[src/rtl/tacc_pkg.sv]
// ----------------------------------------------------------------------------
// tacc_pkg: shared types for the touch auto-repeat clock controller
// Controller state codes, configuration and counter bundles, result record.
// ----------------------------------------------------------------------------
package tacc_pkg;

  // configuration register indexes
  localparam logic [1:0] CFG_SETTLE_TICKS = 2'd0;
  localparam logic [1:0] CFG_AUTO_DELAY   = 2'd1;
  localparam logic [1:0] CFG_REPEAT_TICKS = 2'd2;
  localparam logic [1:0] CFG_TICKS_PER_S  = 2'd3;

  localparam int unsigned CfgIdxW  = 2;
  localparam int unsigned CfgDataW = 16;

  // configuration reset values
  localparam logic [7:0]  SettleReset = 8'd1;
  localparam logic [7:0]  AutoReset   = 8'd10;
  localparam logic [7:0]  RepeatReset = 8'd2;
  localparam logic [15:0] TpsReset    = 16'd20;

  // controller states
  typedef enum logic [2:0] {
    ST_INIT     = 3'd0,
    ST_NEVER    = 3'd1,
    ST_WAIT     = 3'd2,
    ST_SETTLE   = 3'd3,
    ST_AUTO     = 3'd4,
    ST_RATE_RUN = 3'd5,
    ST_RATE_EXP = 3'd6,
    ST_ADD_SEC  = 3'd7
  } ctrl_state_e;

  // configuration registers
  typedef struct packed {
    logic [7:0]  settle_ticks;
    logic [7:0]  auto_delay_ticks;
    logic [7:0]  repeat_period_ticks;
    logic [15:0] ticks_per_second;
  } cfg_t;

  // tick counters
  typedef struct packed {
    logic [7:0]  settle;
    logic [7:0]  hold;
    logic [7:0]  repeat_cnt;
    logic [15:0] second;
  } cnt_t;

  // one result transaction
  typedef struct packed {
    logic        inc_dec_pulse;
    logic        advance_second;
    logic        clear_touch;
    ctrl_state_e ctrl_state;
  } res_t;

endpackage

[src/rtl/touch_autorepeat_clock_controller.sv]
// ----------------------------------------------------------------------------
// touch_autorepeat_clock_controller: touch-driven clock set controller
// Eight-state controller with settle, auto-delay, repeat and second counters.
// ----------------------------------------------------------------------------
// One tick transaction is accepted every cycle while input ready is high;
// its result is registered in the output buffer. State and counters update
// in the cycle of acceptance through a single pass of decode, equality
// compares and increments, and a two-entry output buffer (output register plus
// skid entry) keeps ticks flowing while a result waits, so input ready drops
// only when both entries hold untaken results. Configuration writes take
// effect at the next clock edge and should be made while no tick is in flight.
module touch_autorepeat_clock_controller import tacc_pkg::*; (
  input  logic                clk_i,
  input  logic                rst_ni,
  input  logic                cfg_we_i,
  input  logic [CfgIdxW-1:0]  cfg_idx_i,
  input  logic [CfgDataW-1:0] cfg_data_i,
  input  logic                in_valid_i,
  output logic                in_ready_o,
  input  logic                touched_i,
  output logic                out_valid_o,
  input  logic                out_ready_i,
  output logic                inc_dec_pulse_o,
  output logic                advance_second_o,
  output logic                clear_touch_o,
  output logic [2:0]          ctrl_state_o
);

  cfg_t        cfg_q, cfg_d;
  ctrl_state_e state_q, state_d;
  cnt_t        cnt_q, cnt_d;
  res_t        res, res_out;
  logic        full, accept;

  assign in_ready_o = !full;
  assign accept     = in_valid_i && in_ready_o;

  // configuration writes
  always_comb begin
    cfg_d = cfg_q;
    if (cfg_we_i) begin
      case (cfg_idx_i)
        CFG_SETTLE_TICKS: cfg_d.settle_ticks        = cfg_data_i[7:0];
        CFG_AUTO_DELAY:   cfg_d.auto_delay_ticks    = cfg_data_i[7:0];
        CFG_REPEAT_TICKS: cfg_d.repeat_period_ticks = cfg_data_i[7:0];
        CFG_TICKS_PER_S:  cfg_d.ticks_per_second    = cfg_data_i;
        default:          cfg_d = cfg_q;
      endcase
    end
  end

  always_ff @(posedge clk_i or negedge rst_ni) begin
    if (!rst_ni) begin
      cfg_q.settle_ticks        <= SettleReset;
      cfg_q.auto_delay_ticks    <= AutoReset;
      cfg_q.repeat_period_ticks <= RepeatReset;
      cfg_q.ticks_per_second    <= TpsReset;
    end else begin
      cfg_q <= cfg_d;
    end
  end

  // tick logic
  tacc_step u_step (
    .state_i   (state_q),
    .cnt_i     (cnt_q),
    .cfg_i     (cfg_q),
    .touched_i (touched_i),
    .state_o   (state_d),
    .cnt_o     (cnt_d),
    .res_o     (res)
  );

  // controller state and counters
  always_ff @(posedge clk_i or negedge rst_ni) begin
    if (!rst_ni) begin
      state_q <= ST_INIT;
      cnt_q   <= '0;
    end else if (accept) begin
      state_q <= state_d;
      cnt_q   <= cnt_d;
    end
  end

  // result buffering
  tacc_outbuf u_outbuf (
    .clk_i       (clk_i),
    .rst_ni      (rst_ni),
    .push_i      (accept),
    .data_i      (res),
    .full_o      (full),
    .out_valid_o (out_valid_o),
    .out_ready_i (out_ready_i),
    .data_o      (res_out)
  );

  assign inc_dec_pulse_o  = res_out.inc_dec_pulse;
  assign advance_second_o = res_out.advance_second;
  assign clear_touch_o    = res_out.clear_touch;
  assign ctrl_state_o     = res_out.ctrl_state;

  // state only moves on an accepted tick
  assert property (@(posedge clk_i) disable iff (!rst_ni)
    !accept |=> ($stable(state_q) && $stable(cnt_q)))
    else $error("controller moved without a tick");

  // init always leaves for never-touched
  assert property (@(posedge clk_i) disable iff (!rst_ni)
    (accept && state_q == ST_INIT) |=> (state_q == ST_NEVER))
    else $error("init did not advance");

  // reaching the second limit enters add-second and clears the count
  assert property (@(posedge clk_i) disable iff (!rst_ni)
    (accept && state_q == ST_WAIT && cnt_q.second == cfg_q.ticks_per_second)
    |=> (state_q == ST_ADD_SEC && cnt_q.second == '0))
    else $error("second limit not handled");

endmodule

[src/rtl/tacc_step.sv]
// ----------------------------------------------------------------------------
// tacc_step: one tick of the controller
// Transition, event flags and counter update for one sampled touch flag.
// ----------------------------------------------------------------------------
module tacc_step import tacc_pkg::*; (
  input  ctrl_state_e state_i,
  input  cnt_t        cnt_i,
  input  cfg_t        cfg_i,
  input  logic        touched_i,
  output ctrl_state_e state_o,
  output cnt_t        cnt_o,
  output res_t        res_o
);

  ctrl_state_e next_d;
  logic        pulse, clr;

  // next state
  always_comb begin
    next_d = state_i;
    case (state_i)
      ST_INIT:  next_d = ST_NEVER;
      ST_NEVER: if (touched_i) next_d = ST_WAIT;
      ST_WAIT: begin
        if (cnt_i.second == cfg_i.ticks_per_second) next_d = ST_ADD_SEC;
        else if (touched_i)                          next_d = ST_SETTLE;
      end
      ST_SETTLE: begin
        if (cnt_i.settle == cfg_i.settle_ticks) next_d = touched_i ? ST_AUTO : ST_WAIT;
      end
      ST_AUTO: begin
        if (!touched_i)                                 next_d = ST_WAIT;
        else if (cnt_i.hold == cfg_i.auto_delay_ticks)  next_d = ST_RATE_RUN;
      end
      ST_RATE_RUN: begin
        if (!touched_i)                                       next_d = ST_WAIT;
        else if (cnt_i.repeat_cnt == cfg_i.repeat_period_ticks) next_d = ST_RATE_EXP;
      end
      ST_RATE_EXP: next_d = touched_i ? ST_RATE_RUN : ST_WAIT;
      ST_ADD_SEC:  next_d = ST_WAIT;
      default:     next_d = ST_INIT;
    endcase
  end

  // transition flags
  always_comb begin
    pulse = 1'b0;
    clr   = 1'b0;
    case (state_i)
      ST_NEVER:    clr   = (next_d == ST_WAIT);
      ST_WAIT:     clr   = (next_d == ST_SETTLE);
      ST_SETTLE:   pulse = (next_d == ST_WAIT);
      ST_AUTO:     pulse = (next_d != ST_AUTO);
      ST_RATE_EXP: pulse = (next_d == ST_RATE_RUN);
      default: begin
        pulse = 1'b0;
        clr   = 1'b0;
      end
    endcase
  end

  // action of the entered state
  always_comb begin
    cnt_o = cnt_i;
    case (next_d)
      ST_WAIT: begin
        cnt_o.settle     = '0;
        cnt_o.hold       = '0;
        cnt_o.repeat_cnt = '0;
        cnt_o.second     = cnt_i.second + 16'd1;
      end
      ST_SETTLE:   cnt_o.settle     = cnt_i.settle + 8'd1;
      ST_AUTO:     cnt_o.hold       = cnt_i.hold + 8'd1;
      ST_RATE_RUN: cnt_o.repeat_cnt = cnt_i.repeat_cnt + 8'd1;
      ST_RATE_EXP: cnt_o.repeat_cnt = '0;
      ST_ADD_SEC:  cnt_o.second     = '0;
      default:     cnt_o = cnt_i;
    endcase
  end

  assign state_o             = next_d;
  assign res_o.inc_dec_pulse  = pulse;
  assign res_o.advance_second = (next_d == ST_ADD_SEC);
  assign res_o.clear_touch    = clr;
  assign res_o.ctrl_state     = next_d;

endmodule

[src/rtl/tacc_outbuf.sv]
// ----------------------------------------------------------------------------
// tacc_outbuf: two-entry result buffer
// Output register plus skid entry so a new tick is taken while a result waits.
// ----------------------------------------------------------------------------
module tacc_outbuf import tacc_pkg::*; (
  input  logic clk_i,
  input  logic rst_ni,
  input  logic push_i,
  input  res_t data_i,
  output logic full_o,
  output logic out_valid_o,
  input  logic out_ready_i,
  output res_t data_o
);

  logic head_vld_q, head_vld_d;
  logic skid_vld_q, skid_vld_d;
  res_t head_q, head_d;
  res_t skid_q, skid_d;
  logic pop;

  assign pop = head_vld_q && out_ready_i;

  // entry movement
  always_comb begin
    head_vld_d = head_vld_q;
    skid_vld_d = skid_vld_q;
    head_d     = head_q;
    skid_d     = skid_q;
    if (pop) begin
      if (skid_vld_q) begin
        head_d     = skid_q;
        skid_vld_d = 1'b0;
      end else begin
        head_d     = data_i;
        head_vld_d = push_i;
      end
    end else if (push_i) begin
      if (!head_vld_q) begin
        head_d     = data_i;
        head_vld_d = 1'b1;
      end else begin
        skid_d     = data_i;
        skid_vld_d = 1'b1;
      end
    end
  end

  // control flags
  always_ff @(posedge clk_i or negedge rst_ni) begin
    if (!rst_ni) begin
      head_vld_q <= 1'b0;
      skid_vld_q <= 1'b0;
    end else begin
      head_vld_q <= head_vld_d;
      skid_vld_q <= skid_vld_d;
    end
  end

  // payload
  always_ff @(posedge clk_i) begin
    head_q <= head_d;
    skid_q <= skid_d;
  end

  assign full_o      = skid_vld_q;
  assign out_valid_o = head_vld_q;
  assign data_o      = head_q;

  // skid entry only fills behind a valid head
  assert property (@(posedge clk_i) disable iff (!rst_ni) skid_vld_q |-> head_vld_q)
    else $error("skid entry valid without head entry");

  // a held result is never dropped
  assert property (@(posedge clk_i) disable iff (!rst_ni)
    (head_vld_q && !out_ready_i) |=> (head_vld_q && $stable(head_q)))
    else $error("waiting result lost or changed");

endmodule
[config.mk]
export PLATFORM = sky130hd
export DESIGN_NAME = touch_autorepeat_clock_controller
export DESIGN_NICKNAME = d
export VERILOG_FILES = /design/src/rtl/tacc_pkg.sv /design/src/rtl/touch_autorepeat_clock_controller.sv /design/src/rtl/tacc_step.sv /design/src/rtl/tacc_outbuf.sv
export SDC_FILE = /design/constraint.sdc
export NUM_CORES = 1
export LEC_CHECK = 0
export ABC_CLOCK_PERIOD_IN_PS = 6000
export BUFFER_PORTS_ARGS = -buffer_cell sky130_fd_sc_hd__buf_2
export CAP_MARGIN = 20
export CORE_MARGIN = 1.5
export CORE_UTILIZATION = 65
export DETAILED_ROUTE_END_ITERATION = 8
export PLACE_DENSITY = 0.85
export SYNTH_ARGS = -nofsm -noshare
export SYNTH_HDL_FRONTEND = slang
export SYNTH_SLANG_ARGS = --single-unit
[constraint.sdc]
create_clock -name clk_i -period 6 [get_ports clk_i]
set_clock_uncertainty 0.2 [all_clocks]
set_input_delay 1.2 -clock clk_i [delete_from_list [all_inputs] [get_ports clk_i]]
set_output_delay 1.2 -clock clk_i [all_outputs]
set_load 0.01 [all_outputs]
# Word level (Yosys, flattened, before mapping)
# Cells that the tools add are included.
# classes
reduce_logical	24
n_eq_ne	23
addsub	4
muxes	27
bitwise	1
# op_table
cell	n
$pmux W8 S2	3
$pmux W16 S2	1
$mux W3	10
$add A8 B1 Y8 const B	3
$eq A3 B3 Y1 const B	8
$eq A8 B8 Y1	3
$mux W6	4
$pmux W3 S8	1
$reduce_and A2 Y1	11
$add A16 B1 Y16 const B	1
$eq A16 B16 Y1	1
$eq A3 B2 Y1 const B	4
$reduce_bool A2 Y1	6
$mux W1	6
$eq A2 B2 Y1 const B	2
$ne A2 B2 Y1 const B	2
$eq A3 B1 Y1 const B	1
$logic_not A3 Y1	1
$ne A3 B3 Y1 const B	1
$pmux W1 S3	1
$reduce_and A3 Y1	1
$eq A2 B1 Y1 const B	1
$logic_and A1 B1 Y1	2
$logic_not A2 Y1	1
4 further kinds	4
# totals
ff_bits	97
input_bits	24
out_inout_bits	8

# Longest topological paths before layout
# Gate-level depths: netlist of run 1.
# depth
depth_word	9
mapped_depth	12
depth_no_buf	9

# Modules after synthesis
# From an unflattened synthesis of run 1, not the netlist that was laid out.
# unflattened
cells_unflattened	491
area_unflattened_um2	5589.1
# modules_own_cells
module	area_each_um2	cells_per_inst	seq_area_each_um2	n_inst
touch_autorepeat_clock_controller	3116.7	178	2084.5	1
tacc_step	1933.1	285	0.0	1
tacc_outbuf	539.3	28	410.4	1

# Worst setup path before layout of run 1
# Ideal clock, no wire load.
# synth_path
path_kind	input-to-reg
start	input port touched_i
end	register u_outbuf.head_q (netlist bit u_outbuf.data_o[5]) (data pin)
arrival_time_ns	2.722
setup_time_ns	0.260
path_slack_ns	2.818
required_ns	5.540
path_stages	9
cell_sequence	nand2_1 -> a2111oi_1 -> and4bb_1 -> and2_4 -> buf_8 -> inv_6 -> nor4_1 -> a31o_2 -> mux2_2
# synth_rtl
element	line_no	rtl
from (decl)	touch_autorepeat_clock_controller.sv:20	input logic touched_i,
to (signal assigned)	tacc_outbuf.sv:62	head_q <= head_d;
to (decl)	tacc_outbuf.sv:18	res_t head_q, head_d;

# Worst setup path in the final report of run 1
# layout_path
start	input port touched_i
end	register cnt_q[11] (netlist bit)
# layout_between
elab_chain_cells	6
# layout_lines
element	line_no	rtl
$mux W3, on equally long branches	tacc_step.sv:26, tacc_step.sv:29	
$mux W3, on equally long branches	tacc_step.sv:25, tacc_step.sv:29	
$pmux W3 S8 *	tacc_step.sv:21	case (state_i)
$eq A3 B2 Y1 / $eq A3 B3 Y1 (equally long branches)	tacc_step.sv:65	case (next_d)
$reduce_bool A2 Y1 (no source line)	-	
$reduce_and A2 Y1 (no source line)	-	
to (signal assigned)	touch_autorepeat_clock_controller.sv:81	cnt_q <= cnt_d;
to (decl)	touch_autorepeat_clock_controller.sv:31	cnt_t cnt_q, cnt_d;
# Every way passes the cells marked *; elsewhere a longest branch is shown, timed or not.
# A chain may end at the register's enable or synchronous reset.

==> results.md, run 1 <==
- WHS Path Cells: 1
- Least-Margin Pin Slew: 906 ps
- Root Buffer: clkbuf_8
- Worst Hold End: cfg_q[0]$_DFFE_PN0P_
- Most frequent cell after synthesis: dfrtp_1
- DIE WIDTH: between 90 and 100 microns
- Synth unique cells: 50
- Final Hold Fails: 0
- Clk sinks: 97
- Fin. max-slew vios: 0
- Drt drc: 0
- CTS Buf Count: 9
- Hold Path Class: register to register
- Worst-Skew Late Latency: approximately 370 ps
- Detailed Route WL: approximately 11 mm
- R2R depth: 8
- Largest net degree at the start of global routing: 86
- Number of vias in the routed layout: 3684
- Outcome: finished, final reports clean
- DP Area: roughly 5200 sq um
- Avg Inst Size Synth: 11.0 sq um
- Min-delay src: cfg_q[0]$_DFFE_PN0P_
- RePlAce Congestion: ~0.84
- Final period util: between 60% and 70%
- Synth warn: 0
- Synth area leaders: dfrtp_1 40%, mux2_2 10%, edfxtp_1 7.2%
- FF+latch area: 2490 sq um
- RSZ-0062 raised after global routing: no
- Area of the multi-input gates: 2370 sq um
- Top FF cell, synth: dfrtp_1
- Clk pin slew, worst setup/hold paths: 100 ps
- Filler cells: 507
- Slew margin rel.: between 30% and 40%
- Max-cap viol count: 0
- Gr usage total: between 20 and 30%
- # H-tree levels: 3
- Fin nets: 512
- Post-synthesis async set-or-reset flop share: between 80 and 90%
- Vias in the first global route: around 3700
- Yosys top cell area share: 39.5%
- Post-route cell area: 5430 sq um
- Iter 0 DRT Violations: 449
- Cts hold-fix bufs: 0
- CP required: 6040 ps
- LEAKAGE: 2.22 nW
- Post-DRT Antenna Nets: 0
- Port buffer count: 31
- Die height: 90.7 microns
- Reg2reg setup slack: 2110 ps
- TritonCTS clock tree: built
- Minimum clock period: 4060 ps
- DR vias/cell: 6.27
- Postcts setup bufs: 0
- Synth Instances: 455
- Mapped Area: approximately 5000 sq um
- CP Capture Type: register
- Initial Utilization: 68.2%
- Crit Path Max Fanout: 21
- Setup TNS: 0 ps
- Area Growth Syn to Fin: 8.53%
- Wire per inst: 18.5 microns
- DRT Pass-1 Iters: 5
- Number of diodes: 0
- I/O pins: 32
- Post-cts resize count: 0
- PwrDens: 402 nW/um^2
- Core footprint: 7330 sq um
- Worst vdd rail ir drop: between 0.00015 and 0.0002 V
- Post-detail-place hpwl: 7.53 mm
- CP Class: primary input to register
- Seq cells post-synth: 97
- Die ar.: 8230 sq um
- Share of cells above drive strength 1: 24.5%
- Crit start category: primary input
- Initial antenna violation count: 0
- Worst r2r dst: cnt_q[11]$_DFFE_PN0P_
- Register area share after synthesis: between 40% and 50%
- # setup viols final: 0
- Number of synthesized flops with an enable pin: 12
- Std-Cell Rows: 31
- Fmax: 246 MHz
- Maximum root-to-sink buffer count: 2
- Synth area leader: dfrtp_1
- First-pass GRT wire length: 18.1 mm
- Synth Net Count: around 480
- Worst r2r src: cnt_q[18]$_DFFE_PN0P_
- Most frequent cells after synthesis: 79 x dfrtp_1, 45 x mux2_2, 34 x xnor2_1
- Worst EP arrival: 4110 ps
- Grt total ovfl: 0
-- flip-flops by register name (all words and copies together), names as in the netlist --
name,cells
state_q,3
cfg_q,40
u_outbuf.skid_q,6
u_outbuf.data_o,6
cnt_q,40
u_outbuf.out_valid_o,1
u_outbuf.full_o,1
-- worst max-delay path by stage --
stage	start	endpoint	slack, ps	cells after the start
2_1_floorplan	touched_i	u_outbuf.data_o[5]$_DFFE_PP_	2820	9
3_3_place_gp	touched_i	cnt_q[13]$_DFFE_PN0P_	1770	8
3_5_place_dp	touched_i	cnt_q[11]$_DFFE_PN0P_	1590	8
4_1_cts	touched_i	cnt_q[13]$_DFFE_PN0P_	1990	8
5_1_grt	touched_i	cnt_q[13]$_DFFE_PN0P_	1770	8
6_report	touched_i	cnt_q[11]$_DFFE_PN0P_	1940	8
-- per-layer routing --
layer  routed length, microns  GRT usage, %
met3                      594          4.63
met5                        0             0
met4                      320          11.1
met1                     4840          39.6
met2                     5110          43.2
-- through the flow --
stage	hold WS, ps	utilization [%]	cells	worst slack (ps)	power, mW
final	335	74.0	588	1940	2.18
after global routing	347	74.0	588	1770	2.31
after CTS	339	73.6	586	1990	2.17
after detailed placement	314	70.9	570	1590	1.75
after global placement	313	70.9	570	1770	1.70
after floorplan	292	-	455	2820	1.56
-- critical path, stage by stage --
cell and delay (ps):
buf_2 120, nand2_1 180, o41ai_1 140, a21oi_2 620
nand3_1 840, or4_1 760, xor2_1 180, nor2_2 40
-- logic make-up (layout without fill, tap and decap cells) --
group           after synthesis  count (layout)  share of synthesized area (%)
simple gates                153             153                           17.3
buf+inv                      27              61                           2.75
flops                        97              97                           49.9
compound gates               68              68                           8.13
mux                          48              48                           10.8
fa+ha+maj                     4               4                           1.00
xor+xnor                     58              58                           10.2
-- cell type report --
cell class	instances	share of cell area, %
flip-flops and latches	97	46.0
multi-input cells	331	43.6
repair buffers	34	3.64
clock buffers	10	2.74
well taps	99	2.28
clock inverters	6	0.876
inverters	11	0.853
-- power by group --
group	leakage [nW]	total, mW	switching, mW	internal, mW
clock	0.100	0.426	0.246	0.181
combinational	0.946	0.759	0.465	0.294
sequential	1.18	0.998	0.167	0.831
-- cells in the final DEF, fill, tap and decap left out, types with 9 or more instances in the layout --
master and n:
dfrtp_1 79, mux2_2 45, xnor2_1 34, nor2_1 31, buf_2 31, o21ai_0 30
nand2_1 29, xor2_1 24, nand3_1 23, a21oi_1 18, nand4_1 12, edfxtp_1 12
inv_1 10, nor3_1 10, clkbuf_8 9
Note: power is estimated with default switching activity, not from simulation.
==> inputs of run 2 (changes only) <==
ABC_AREA = 1   (was not set)
ABC_CLOCK_PERIOD_IN_PS = 4000   (was 6000)
CORE_UTILIZATION = 61   (was 65)
PLACE_DENSITY = 0.8   (was 0.85)
clock period = 4 ns   (was 6 ns; I/O delays follow)
==> results.md, run 2 <==
- Fin. max-slew vios: 0 (unchanged)
- Synth area leader: dfrtp_1
- Clk sinks: 97 (unchanged)
- Initial Utilization: 63.4% (-4.8 points)
- Final WS setup: 1410 ps (-528 ps)
- Share of cells above drive strength 1: 11.5% (-13 points)
- First-pass GRT wire length: 21.1 mm (+17%)
- PwrDens: 565 nW/um^2 (+41%)
- RePlAce Congestion: 0.936 (+11%)
- Post-Place Setup Slack: 1220 ps (-368 ps)
- Most frequent cell after synthesis: nand2_1
- CP Class: register to register
- Synth Instances: 739 (+62%)
- Core footprint: 8760 sq um (+20%)
- Top FF cell, synth: dfrtp_1
- Largest delay share family, worst path: simple AND/OR/NAND/NOR gates
- CP dominant cell by count: nand2_1
- DIE WIDTH: 98.4 microns (+8.5%)
- Detailed Route WL: 12.4 mm (+15%)
- RSZ-0062 raised after global routing: no
- Register area share after synthesis: 44.9% (-5.0 points)
- Regs by FF count: cfg_q x40, cnt_q x40
- Total power draw: 3.40 mW (+56%)
- R2R depth: 13 (+5)
- Cts hold-fix bufs: 0 (unchanged)
- Synth Net Count: 767 (+59%)
- Most frequent cells in the layout: 244 x nand2_1, 86 x inv_1, 79 x dfrtp_1, 65 x nor2_1, 47 x o21ai_0
- Commonest non-fill, non-tap cell in the layout: nand2_1
- # H-tree levels: 3 (unchanged)
- Largest stage delay, worst path: 460 ps (-380 ps)
- Fmax: 386 MHz
- Vias in the first global route: 4527 (+24%)
- Initial antenna violation count: 0 (unchanged)
- Synth area leaders: dfrtp_1 36%, nand2_1 16%, edfxtp_1 6.5%
- Post-synthesis async set-or-reset flop share: 87.6% (unchanged)
- Clk pin slew, worst setup/hold paths: 90 ps (about the same)
- Area Growth Syn to Fin: 8.29%
- Least-Margin Pin Slew: 928 ps (+22.5 ps)
- Std-Cell Rows: 34 (+9.7%)
- I/O pins: 32 (unchanged)
- Yosys top cell area share: 35.6% (-3.9 points)
- Worst-Skew Late Latency: 370 ps (about the same)
- # setup viols final: 0 (unchanged)
- Crit start category: register
- Outcome: finished, final reports clean
- Post-cts resize count: 0 (unchanged)
- CP required: 4110 ps (-1930 ps)
- Number of diodes: 0 (unchanged)
- Worst vdd rail ir drop: 0.000239 V (+28%)
- LEAKAGE: 3.13 nW (+41%)
- Fin nets: 795 (+55%)
- Iter 0 DRT Violations: 274 (-39%)
- Final Hold Fails: 0 (unchanged)
- Number of synthesized flops with an enable pin: 12 (unchanged)
- Seq cells post-synth: 97 (unchanged)
- Most frequent cells after synthesis: 244 x nand2_1, 86 x inv_1, 79 x dfrtp_1
- Mapped Area: 5550 sq um (+11%)
- Worst EP arrival: 2700 ps (-1410 ps)
- Worst path slowest cell: dfrtp_1
- Synth unique cells: 41 (-18%)
- Avg Inst Size Synth: 7.52 sq um (-32%)
- Fin Hold WS: 76.1 ps (-258 ps)
- DR vias/cell: 5.37 (-14%)
- Final period util: 64.8%
- Number of vias in the routed layout: 4725 (+28%)
- Post-DRT Antenna Nets: 0 (unchanged)
- Maximum root-to-sink buffer count: 2 (unchanged)
- CTS Buf Count: 9 (unchanged)
- Minimum clock period: 2590 ps
- Hold Path Class: primary input to async pin
- Postcts setup bufs: 0 (unchanged)
- DRT Pass-1 Iters: 5 (unchanged)
- Slew margin rel.: 38.0% (-1.2 points)
- Drt drc: 0 (unchanged)
- Crit-path cells: inv_1 > nand2_1 > nand2_1 > nand2_1 > nor2_1 > nand2_1 > a21oi_1 > nand3_2 > nor2_1 > nand2_2 > nand2_2 > nand3b_1 > nand2_1
- Critical path buffers and inverters: 1 (unchanged)
- Largest net degree at the start of global routing: 86 (unchanged)
- Port buffer count: 31 (unchanged)
- Critical path depth in cells: 13 (+5)
- Die height: 98.4 microns (+8.5%)
- Grt total ovfl: 0 (unchanged)
- TritonCTS clock tree: built
- CP Capture Type: register
- Max-cap viol count: 0 (unchanged)
- Root Buffer: clkbuf_8
- Gr usage total: 27.1% (-0.83 points)
- Synth warn: 0 (unchanged)
- Crit Path Max Fanout: 8 (-62%)
- Wire per inst: 14.1 microns (-23%)
- Setup TNS: 0 ps (unchanged)
- Die ar.: 9690 sq um (+18%)
- Post-detail-place hpwl: 9.07 mm (+20%)
-- run 2: cell count changes after synthesis, moves of 8 or more --
cell	delta
nand2_2	+8
nor2_1	+34
inv_1	+76
xnor2_1	-24
nand2_1	+215
mux2_2	-42
o21ai_0	+17
nand3_1	+17
inv_2	+10
xor2_1	+10
nand4_1	+11
-- run 2: final cells by class --
cell class                 count  area, sq um
clock buffer                  10          128
clock inverter                 6         82.6
fill                         731         2750
inverter                      99          377
multi-input combinational    527         2610
sequential                    97         2490
tap                          108          135
timing repair buffer          33          193
-- run 2: per-stage QoR --
step                util [%]  cells  cell area (sq um)
global placement        65.9    863               5780
floorplan                  -    739               5550
detailed placement      65.9    863               5780
CTS                     68.3    879               5990
finish                  68.6    880               6010
global route            68.6    880               6010
-- run 2: report_power, final --
part           internal, mW  switching, mW
clock network         0.350          0.342
logic                 0.411          0.854
registers              1.23          0.211
total                  1.99           1.41
-- run 2: metal layers --
layer / track usage (%) / vias to the layer above / wire [microns]
met4: 9.32 / 0 / 285
met2: 46.4 / 136 / 6110
met3: 4.26 / 26 / 582
met1: 35.4 / 2188 / 5470
met5: 0 / - / 0
li1: - / 2375 / -
-- run 2: final timing paths --
kind                                  startpoint  slack (ps)               endpoint
min reg2reg                cfg_q[25]$_DFFE_PN1P_         300  cfg_q[25]$_DFFE_PN1P_
max reg2reg                cnt_q[20]$_DFFE_PN0P_        1410  cnt_q[20]$_DFFE_PN0P_
max                        cnt_q[20]$_DFFE_PN0P_        1410  cnt_q[20]$_DFFE_PN0P_
min in group clk_i         cfg_q[25]$_DFFE_PN1P_         300  cfg_q[25]$_DFFE_PN1P_
max in group asynchronous                 rst_ni        2860   cfg_q[4]$_DFFE_PN1P_
min                                       rst_ni          80  cnt_q[24]$_DFFE_PN0P_
-- run 2: cell families (layout without fill, tap and decap cells) --
logic type,after synthesis,after routing,synth area share [%]
muxes,3,3,0.608
AOI/OAI and AO/OA,67,67,6.26
DFF,97,97,44.9
and+or+nand+nor,409,409,32.2
buffers and inverters,115,148,8.18
adders and majority gates,4,4,0.901
xor gates and xnor gates,44,44,6.94
==> inputs of run 3 (changes only) <==
ABC_CLOCK_PERIOD_IN_PS = 2500   (was 4000)
clock period = 2.5 ns   (was 4 ns; I/O delays follow)
==> results.md, run 3 (same netlist as run 2, synthesis figures left out) <==
- Wire per inst: 14.6 microns (+3.0%)
- Post-DRT Antenna Nets: 0 (unchanged)
- Drt drc: 0 (unchanged)
- DIE WIDTH: 98.4 microns (unchanged)
- Std-Cell Rows: 34 (unchanged)
- Minimum clock period: 2380 ps (-210 ps)
- TritonCTS clock tree: built
- Number of vias in the routed layout: 4893 (+3.6%)
- Fmax: 420 MHz (+8.8%)
- Clk sinks: 97 (unchanged)
- M1 WL: 5.64 mm (+3.2%)
- Worst vdd rail ir drop: 0.000402 V (+68%)
- Die height: 98.4 microns (unchanged)
- Least-Margin Pin Slew: 572 ps (-356 ps)
- CP Capture Type: register
- Worst EP arrival: 2500 ps (-200 ps)
- Core footprint: 8760 sq um (unchanged)
- Worst-Skew Late Latency: 380 ps (about the same)
- Detailed Route WL: 13.1 mm (+5.3%)
- Fin nets: 815 (+2.5%)
- Area of the multi-input gates: 2660 sq um (+2.0%)
- Root Buffer: clkbuf_8
- Clk pin slew, worst setup/hold paths: 110 ps (+20 ps)
- Grt total ovfl: 0 (unchanged)
- Post-route cell area: 6220 sq um (+3.4%)
- Final period util: 95.3% (+30 points)
- CTS Buf Count: 9 (unchanged)
- Filler cells: 723 (-1.1%)
- CP required: 2620 ps (-1490 ps)
- Setup TNS: 0 ps (unchanged)
- RePlAce Congestion: 0.979 (+4.5%)
- Met2 WL: 6.44 mm (+5.4%)
- Fin. max-slew vios: 0 (unchanged)
- DP Area: 5870 sq um (+1.6%)
- DRT Pass-1 Iters: 5 (unchanged)
- I/O pins: 32 (unchanged)
- Crit-path cells: inv_1 > nand2_1 > nand2_1 > nand2_1 > nor2_1 > nand2_1 > a21oi_1 > nand3_2 > nand2_4 > inv_4 > nor2_8 > buf_4 > nand4_1 > nand2_1
- CP dominant cell by count: nand2_1
- Post-Place Setup Slack: 53.0 ps (-1160 ps)
- Max Used Layer: met4
- Vias in the first global route: 4759 (+5.1%)
- Largest net degree at the start of global routing: 86 (unchanged)
- PwrDens: 927 nW/um^2 (+64%)
- Outcome: finished, final reports clean
- Slew margin rel.: 61.7% (+24 points)
- Gr usage total: 28.8% (+1.7 points)
- First-pass GRT wire length: 22.2 mm (+5.1%)
- LEAKAGE: 3.22 nW (+2.8%)
- Largest stage delay, worst path: 460 ps (about the same)
- Final WS setup: 118 ps (-1290 ps)
- Met3 wire len: 692 microns (+19%)
- FF+latch area: 2500 sq um (+0.15%)
- DR vias/cell: 5.44 (+1.3%)
- Crit start category: register
- Crit Path Max Fanout: 10 (+2)
- Share of cells above drive strength 1: 15.3% (+3.7 points)
- Number of diodes: 0 (unchanged)
- Port buffer count: 31 (unchanged)
- Initial Utilization: 63.4% (unchanged)
- Regs by FF count: cfg_q x40, cnt_q x40
- Final Hold Fails: 0 (unchanged)
- Most frequent cells in the layout: 243 x nand2_1, 86 x inv_1, 76 x dfrtp_1, 58 x nor2_1, 47 x o21ai_0
- CP Class: register to register
- Iter 0 DRT Violations: 262 (-4.4%)
- # setup viols final: 0 (unchanged)
- Commonest non-fill, non-tap cell in the layout: nand2_1
- Die ar.: 9690 sq um (unchanged)
- Worst path slowest cell: dfrtp_1
- Initial antenna violation count: 0 (unchanged)
- Area Growth Syn to Fin: 11.9%
- Maximum root-to-sink buffer count: 2 (unchanged)
- # H-tree levels: 3 (unchanged)
- Post-detail-place hpwl: 9.59 mm (+5.7%)
- Hold Path Class: primary input to register
- Max-cap viol count: 0 (unchanged)
-- run 3: stage by stage --
step	hold slack, ps	total power [mW]	std cells	util (%)
2_1_floorplan	4.41	3.80	739	-
3_3_place_gp	281	4.36	874	67.0
3_5_place_dp	287	4.42	874	67.0
4_1_cts	126	5.52	891	69.5
5_1_grt	131	6.15	900	70.9
6_report	134	5.76	900	70.9
-- run 3: what timing repair did --
item,4_1_cts,5_1_grt
setup endpoints to repair,0,37
hold endpoints to repair,79,0
buffers inserted,0,9
resized for setup,0,18
hold buffers,1,0
-- run 3: layer usage --
metal	track usage, %	vias to the layer above
li1	-	2419
met1	38.7	2295
met2	48.5	153
met3	3.26	26
met4	10.9	0
met5	0	-
-- run 3: area by class of cell --
class,count,area share (%)
clock buffers,10,2.21
clock inverters,6,1.13
inverters,99,6.14
multi-input cells,527,42.7
flip-flops and latches,97,40.2
well taps,108,2.17
repair buffers,53,5.43
-- run 3: final timing paths --
check / endpoint / startpoint / depth (start not counted) / slack [ps]
hold reg to reg: cfg_q[17]$_DFFE_PN1P_ / cfg_q[17]$_DFFE_PN1P_ / 2 / 310
max in group asynchronous: cnt_q[14]$_DFFE_PN0P_ / rst_ni / 3 / 1230
min in group asynchronous: cnt_q[19]$_DFFE_PN0P_ / rst_ni / 3 / 470
hold / removal: u_outbuf.out_valid_o$_DFFE_PN0P_ / out_ready_i / 2 / 130
setup reg to reg: cnt_q[8]$_DFFE_PN0P_ / cnt_q[21]$_DFFE_PN0P_ / 14 / 120
setup / recovery: cnt_q[8]$_DFFE_PN0P_ / cnt_q[21]$_DFFE_PN0P_ / 14 / 120
-- run 3: report_power, final --
part | internal, mW | switching, mW
clock | 0.502 | 0.595
combinational | 0.851 | 1.51
sequential | 1.97 | 0.330
total | 3.32 | 2.44
-- run 3: critical path: cells and delay by family, from the launching register on --
kind / cells / cell delay, ps
AOI/OAI and AO/OA: 1 / 210
buffers and inverters: 3 / 370
DFF: 1 / 460
and+or+nand+nor: 10 / 1070
